**src/sv/lrcb_pkg.sv**
```systemverilog
// shared constants, codes and control structs for the line rasterizer
package lrcb_pkg;

    localparam int MAX_COLUMNS_DEF = 128;
    localparam int MAX_ROWS_DEF    = 64;
    localparam int COORD_BITS_DEF  = 12;

    localparam int OP_W     = 2;
    localparam int CELL_W   = 16;
    localparam int WIDTH_W  = 8;
    localparam int HEIGHT_W = 7;
    localparam int CFG_IDX_W = 2;
    localparam int CFG_DATA_W = 16;

    // command codes, code 3 does nothing
    localparam logic [OP_W-1:0] OP_PLOT = 2'd0;
    localparam logic [OP_W-1:0] OP_LINE = 2'd1;
    localparam logic [OP_W-1:0] OP_READ = 2'd2;

    // configuration register indexes
    localparam logic [CFG_IDX_W-1:0] REG_PEN_CHAR = 2'd0;
    localparam logic [CFG_IDX_W-1:0] REG_PEN_ATTR = 2'd1;
    localparam logic [CFG_IDX_W-1:0] REG_WIDTH    = 2'd2;
    localparam logic [CFG_IDX_W-1:0] REG_HEIGHT   = 2'd3;

    localparam logic [CELL_W-1:0]   RESET_CHAR   = 16'd32;
    localparam logic [CELL_W-1:0]   WHITE        = 16'd15;
    localparam logic [WIDTH_W-1:0]  RESET_WIDTH  = 8'd10;
    localparam logic [HEIGHT_W-1:0] RESET_HEIGHT = 7'd10;

    // point from the walker
    typedef struct packed {
        logic valid;
        logic last;
        logic rd;
    } t_pt_ctl;

    // memory request after clipping
    typedef struct packed {
        logic valid;
        logic we;
        logic in_area;
        logic last;
    } t_mem_ctl;

    // end of a command, seen at the store output
    typedef struct packed {
        logic valid;
        logic in_area;
    } t_done;

    function automatic int idx_bits(input int n);
        return (n > 1) ? $clog2(n) : 1;
    endfunction

endpackage

```
**src/sv/lrcb_addr.sv**
```systemverilog
// clip against the active area and form the linear cell address
module lrcb_addr #(
    parameter int MAX_COLUMNS = lrcb_pkg::MAX_COLUMNS_DEF,
    parameter int MAX_ROWS    = lrcb_pkg::MAX_ROWS_DEF,
    parameter int COORD_BITS  = lrcb_pkg::COORD_BITS_DEF,
    localparam int WW = $clog2(MAX_COLUMNS + 1),
    localparam int HW = $clog2(MAX_ROWS + 1),
    localparam int AW = lrcb_pkg::idx_bits(MAX_COLUMNS * MAX_ROWS)
) (
    input  logic                         i_clk,
    input  logic                         i_rst_n,
    input  lrcb_pkg::t_pt_ctl            i_ctl,
    input  logic signed [COORD_BITS-1:0] i_x,
    input  logic signed [COORD_BITS-1:0] i_y,
    input  logic [WW-1:0]                i_eff_w,
    input  logic [HW-1:0]                i_eff_h,
    output lrcb_pkg::t_mem_ctl           o_ctl,
    output logic [AW-1:0]                o_addr
);

    localparam int XW   = lrcb_pkg::idx_bits(MAX_COLUMNS);
    localparam int YW   = lrcb_pkg::idx_bits(MAX_ROWS);
    localparam int DIMW = (WW > HW) ? WW : HW;
    localparam int CMPW = (COORD_BITS > DIMW) ? COORD_BITS : DIMW;
    localparam int PW   = YW + WW;

    logic [CMPW-1:0] w_ux, w_uy;
    logic            w_in_area;
    logic [PW-1:0]   w_prod;
    lrcb_pkg::t_mem_ctl r_ctl;
    logic [AW-1:0]   r_addr;

    always_comb begin
        w_ux      = CMPW'($unsigned(i_x));
        w_uy      = CMPW'($unsigned(i_y));
        w_in_area = !i_x[COORD_BITS-1] && (w_ux < CMPW'(i_eff_w)) &&
                    !i_y[COORD_BITS-1] && (w_uy < CMPW'(i_eff_h));
        w_prod    = PW'(w_uy[YW-1:0]) * PW'(i_eff_w);
    end

    always_ff @(posedge i_clk) begin
        if (!i_rst_n) begin
            r_ctl <= '0;
        end else begin
            r_ctl.valid   <= i_ctl.valid;
            r_ctl.we      <= i_ctl.valid && !i_ctl.rd && w_in_area;
            r_ctl.in_area <= w_in_area;
            r_ctl.last    <= i_ctl.last;
        end
        r_addr <= AW'(w_prod) + AW'(w_ux[XW-1:0]);
    end

    assign o_ctl  = r_ctl;
    assign o_addr = r_addr;

endmodule

```
**config.mk**
```make
export PLATFORM = sky130hd
export DESIGN_NAME = lrcb_addr
export DESIGN_NICKNAME = d
export VERILOG_FILES = /design/src/sv/lrcb_pkg.sv /design/src/sv/lrcb_addr.sv
export SDC_FILE = /design/constraint.sdc
export NUM_CORES = 1
export LEC_CHECK = 0
export BUFFER_PORTS_ARGS = -buffer_cell sky130_fd_sc_hd__buf_4
export CAP_MARGIN = 15
export CELL_PAD_IN_SITES_DETAIL_PLACEMENT = 1
export CELL_PAD_IN_SITES_GLOBAL_PLACEMENT = 1
export CORE_MARGIN = 3
export CORE_UTILIZATION = 38
export CTS_BUF_LIST = sky130_fd_sc_hd__clkbuf_2
export CTS_CLUSTER_DIAMETER = 100
export CTS_CLUSTER_SIZE = 30
export DETAILED_ROUTE_END_ITERATION = 7
export PLACE_DENSITY = 0.85
export SYNTH_ARGS = -nofsm -noshare
export SYNTH_HDL_FRONTEND = slang
export SYNTH_SLANG_ARGS = --single-unit
```
**constraint.sdc**
```tcl
create_clock -name i_clk -period 4.6 [get_ports i_clk]
set_input_delay 0.92 -clock i_clk [delete_from_list [all_inputs] [get_ports i_clk]]
set_output_delay 0.92 -clock i_clk [all_outputs]
set_load 0.005 [all_outputs]
```
Yosys cells after proc, flatten, opt, wreduce, memory -nomap -nowiden
Cells that the tools add are included.
{"block": "op_classes", "n_mul": 1, "reduce_logical": 8, "order_cmp": 2, "n_addsub": 1}
{"cell": "13-bit by 7-bit adder with 13-bit output", "count": 1}
{"cell": "6-bit by 8-bit multiplier with 13-bit output", "count": 1}
{"cell": "12-bit by 7-bit < comparator with 1-bit output", "count": 1}
{"cell": "12-bit by 8-bit < comparator with 1-bit output", "count": 1}
{"cell": "1-bit logical AND", "count": 5}
{"cell": "1-bit zero test", "count": 3}
{"block": "totals", "word_cells": 17, "output_inout_bits": 17, "input_bits": 44, "register_bits": 17}

Logic depth before layout (Yosys ltp)
{"block": "logic_depth", "ltp_word": 5, "depth_mapped": 15, "depth_no_buf": 15}

Worst setup path before layout
No wires, ideal clock.
{"block": "synth_timing", "kind": "input-to-reg", "from": "in i_y[2]", "to": "reg r_addr[12] (netlist: o_addr[12])", "setup_ns": 0.121, "stages": 15, "path_slack_ns": 0.096, "t_arrival_ns": 4.384, "path_cell_list": "and2_1 -> fa_1 -> inv_1 -> fa_1 -> inv_1 -> fa_1 -> inv_1 -> fa_1 -> inv_1 -> ha_1 -> a21o_1 -> a31o_2 -> nor2_1 -> o21ai_0 -> xnor2_1"}
{"block": "synth_via", "elab_chain_len": 2}
{"item": "start: declaration", "line": "lrcb_addr.sv:14", "text": "input logic signed [COORD_BITS-1:0] i_y,"}
{"item": "6-bit by 8-bit multiplier with 13-bit output", "line": "lrcb_addr.sv:38", "text": "w_prod = PW'(w_uy[YW-1:0]) * PW'(i_eff_w);"}
{"item": "13-bit by 7-bit adder with 13-bit output", "line": "lrcb_addr.sv:50", "text": "r_addr <= AW'(w_prod) + AW'(w_ux[XW-1:0]);"}
{"item": "end signal: assignment", "line": "lrcb_addr.sv:50"}
{"item": "end: declaration", "line": "lrcb_addr.sv:31", "text": "logic [AW-1:0] r_addr;"}
No other way between the ends.
A chain may end at the register's enable or synchronous reset.

Worst setup path after layout
Ends and elaborated chain as after synthesis.

==> summary.txt <==
==============================================================================
Result of the run                                                 complete, no violations
Classification of the worst-slack hold path                       input port to flip-flop
Total placed cells including tap cells                                     418
Total power per unit cell area                                     376 nW/um^2
TritonCTS Buffers                                                            3
I/O Buffers                                                                 60
Dpl ws                                                                 -250 ps
Crit-path leading delay family                                     adder cells
Floorplan die width                                               85.7 microns
Number of max-slew violations in the final report                            0
Clock tree root buffer cell                                       sky130_fd_sc_hd__clkbuf_2
Total Routed Length                                               6900 microns
Post-synthesis to final-layout area growth                               30.5%
Data required time at the worst endpoint                               4820 ps
Predominant post-synthesis flop cell                              sky130_fd_sc_hd__dfxtp_1
Vias in the first global route                                            2467
Mapped Avg Cell Area                                                9.24 sq um
GP Congestion                                                            0.884
CTS hold repair buffers                                                      0
TritonRoute pass-1 iters                                                     5
Detailed placer's ending HPWL                                     6210 microns
Post-synthesis register bit count                                           17
Worst-case clock buffer depth                                                2
Count of different cell masters after synthesis                             34
Antenna-violating nets left                                                  0
CTS tree                                                                   yes
Cell-by-cell listing of the critical path                         buf_4, and2_1, fa_1, inv_1, fa_1, inv_1, fa_1, inv_1, fa_1, inv_1, ha_1, a21o_1, a31o_2, nor2_1, o21ai_0, xnor2_1
Total setup buffers inserted after CTS                                       0
Async set or reset register ratio after synthesis                            0
Crit-path slowest cell                                            sky130_fd_sc_hd__fa_1
Count of flip-flops with a built-in enable after synthesis                   0
Number of standard cells in the layout, taps in and fillers out            422
Largest driver fanout on the critical path                                   2
Count of unresolved DRC violations after routing                             0
Pin count of the biggest net entering global routing                        11
TritonCTS sink count                                                        17
RSZ-0062 raised after global routing                                        no
Number of placement rows                                                    28
Initial antenna violation count                                              0
CP arrival                                                             4670 ps
Post-layout instance area                                           3150 sq um
Min-Delay Endpoint                                                    o_ctl[2]
Cell taking the most area after synthesis                         sky130_fd_sc_hd__fa_1
Cell types occupying the most area after synthesis                sky130_fd_sc_hd__fa_1, sky130_fd_sc_hd__ha_1, sky130_fd_sc_hd__dfxtp_1
Type of destination of the critical path                             flip-flop
Wire length per cell                                              16.3 microns
Leakage Power                                                          1.71 nW
Proportion of netlist area held by the largest area contributor          0.232
Final critical delay including setup and external delays               4440 ps
Detailed-route via count                                                  2169
Slew at the pin closest to its max-slew limit                           468 ps
Path type of the worst setup path                                 input port to flip-flop
Starting DRC count in detailed routing                                      54
Number of synthesis warnings                                                 0
Final antenna diode count                                                    0
Initial Util                                                             0.400
Post-detailed-placement cell area                                   3120 sq um
FMAX                                                                   225 MHz
Worst hold start                                                      i_ctl[0]
Wire length of the first global-routing pass                      11400 microns
Die extent in y                                                   85.7 microns
Deepest level of the CTS H-tree                                              1
Kind of start point of the critical path                            input port
Period utilisation layout                                                0.966
Number of stages on the worst setup path                                    16
Hold-critical path depth                                                     2
Core box area                                                       6030 sq um
Relative slew slack                                                      0.685
Nets                                                                       464
Final critical-path setup slack                                         156 ps
Total nets after synthesis                                                 377
Ratio of cells with drive above 1 in the final layout                    0.285
Hold violation count in the final report                                     0
Buffers and inverters on the worst path                                      5
Finish-stage setup viols                                                     0
Overall die area                                                    7340 sq um
Worst ir drop on vdd                                                  0.228 mV
Post-Synthesis Cell Area                                            2410 sq um
Worst-path clk slew                                                     160 ps
Share of the yosys chip area belonging to registers                      0.141
Filler cell count in the final layout                                      740
Total global routing overflow                                                0
Per-cell via count in the routed design                                   5.14
Global router's overall resource usage                                   0.195
Top-level I/O count                                                         61
Largest incremental delay on the critical path                          560 ps
Number of max-cap violations                                                 0
Post-synthesis instance total                                              261
Number of resized instances in the post-cts repair step                      0
==============================================================================
==> cell families (layout without fill, tap and decap cells) <==
group                    Yosys count  after routing  share of synthesized area
buffers and inverters             44            130                     0.0690
XOR/XNOR                          12             12                     0.0436
flip-flops                        17             17                      0.141
adder cells (fa/ha/maj)           72             72                      0.461
AO/OA/AOI/OAI                     37             37                      0.104
AND/OR/NAND/NOR                   79             79                      0.181
==> Yosys cell counts, types with 2 or more instances <==
library cell and count:
sky130_fd_sc_hd__nand2_1 19, sky130_fd_sc_hd__nand3_1 2, sky130_fd_sc_hd__ha_1 44, sky130_fd_sc_hd__nor4_1 3, sky130_fd_sc_hd__a211oi_1 4, sky130_fd_sc_hd__o21ai_1 2, sky130_fd_sc_hd__a21o_1 6, sky130_fd_sc_hd__o21ai_0 5
sky130_fd_sc_hd__inv_1 43, sky130_fd_sc_hd__nor2_1 8, sky130_fd_sc_hd__a21oi_1 11, sky130_fd_sc_hd__nand4_1 3, sky130_fd_sc_hd__fa_1 28, sky130_fd_sc_hd__and2_1 29, sky130_fd_sc_hd__xor2_1 3, sky130_fd_sc_hd__xnor2_1 9
sky130_fd_sc_hd__dfxtp_1 17, sky130_fd_sc_hd__nor2b_1 2, sky130_fd_sc_hd__nand2b_1 2, sky130_fd_sc_hd__and2_2 7
==> cell usage in the layout, fill, tap and decap left out, types with 2 or more instances in the layout <==
| cell type | n |
|---|---|
| sky130_fd_sc_hd__ha_1 | 44 |
| sky130_fd_sc_hd__buf_4 | 83 |
| sky130_fd_sc_hd__nand2_1 | 19 |
| sky130_fd_sc_hd__xor2_1 | 3 |
| sky130_fd_sc_hd__o21ai_0 | 3 |
| sky130_fd_sc_hd__a211oi_1 | 4 |
| sky130_fd_sc_hd__clkbuf_2 | 3 |
| sky130_fd_sc_hd__and2_1 | 29 |
| sky130_fd_sc_hd__nor4_1 | 3 |
| sky130_fd_sc_hd__nand4_1 | 3 |
| sky130_fd_sc_hd__fa_1 | 28 |
| sky130_fd_sc_hd__nand2b_1 | 2 |
| sky130_fd_sc_hd__inv_1 | 43 |
| sky130_fd_sc_hd__dfxtp_1 | 17 |
| sky130_fd_sc_hd__and2_2 | 7 |
| sky130_fd_sc_hd__nor2b_1 | 2 |
| sky130_fd_sc_hd__nor2_1 | 8 |
| sky130_fd_sc_hd__a21o_1 | 6 |
| sky130_fd_sc_hd__nand3_1 | 2 |
| sky130_fd_sc_hd__xnor2_1 | 9 |
| sky130_fd_sc_hd__o21ai_1 | 4 |
| sky130_fd_sc_hd__a21oi_1 | 10 |
==> cell type report <==
type | count | area [sq um] | share of cell area
Clock inverter | 1 | 5.00 | 0.00159
Multi-Input combinational cell | 200 | 1910 | 0.606
Tap cell | 75 | 93.8 | 0.0298
Inverter | 43 | 161 | 0.0513
Sequential cell | 17 | 340 | 0.108
Timing Repair Buffer | 83 | 623 | 0.198
Clock buffer | 3 | 15.0 | 0.00477
==> routing by layer <==
metal  share of wire  track usage  wire [microns]  up-vias
met5               0            0               0        -
met4           0.030       0.0561             204        0
met3           0.037       0.0317             257       22
met2            0.56        0.378            3840       53
met1            0.38        0.217            2600     1064
li1                -            -               -     1030
==> state kept, by name (all words and copies together), names as in the netlist <==
register / flops
o_addr: 13
o_ctl: 4
==> per-stage QoR <==
| step | power, mW | utilization | setup TNS (ps) | hold slack [ps] |
|---|---|---|---|---|
| 6_report | 1.18 | 0.522 | 0 | 743 |
| 5_1_grt | 1.32 | 0.522 | 0 | 720 |
| 4_1_cts | 1.20 | 0.522 | 0 | 725 |
| 3_5_place_dp | 1.12 | 0.518 | -1210 | 1090 |
| 3_3_place_gp | 1.06 | 0.518 | -159 | 1090 |
| 2_1_floorplan | 0.744 | - | 0 | 989 |
==> where the power goes <==
group / switching, mW / internal (mW)
logic: 0.439 / 0.451
registers: 0.0164 / 0.208
clock network: 0.0487 / 0.0197
==> worst max-delay path by stage <==
stage                      start          to  slack, ps
after global placement    i_y[2]  o_addr[10]        -60
after detailed placement  i_y[2]  o_addr[10]       -250
final                     i_y[2]  o_addr[12]        160
after global routing      i_y[2]  o_addr[12]          4
after CTS                 i_y[2]  o_addr[10]         90
after floorplan           i_y[2]  o_addr[12]        100
Note: power is estimated with default switching activity, not from simulation.
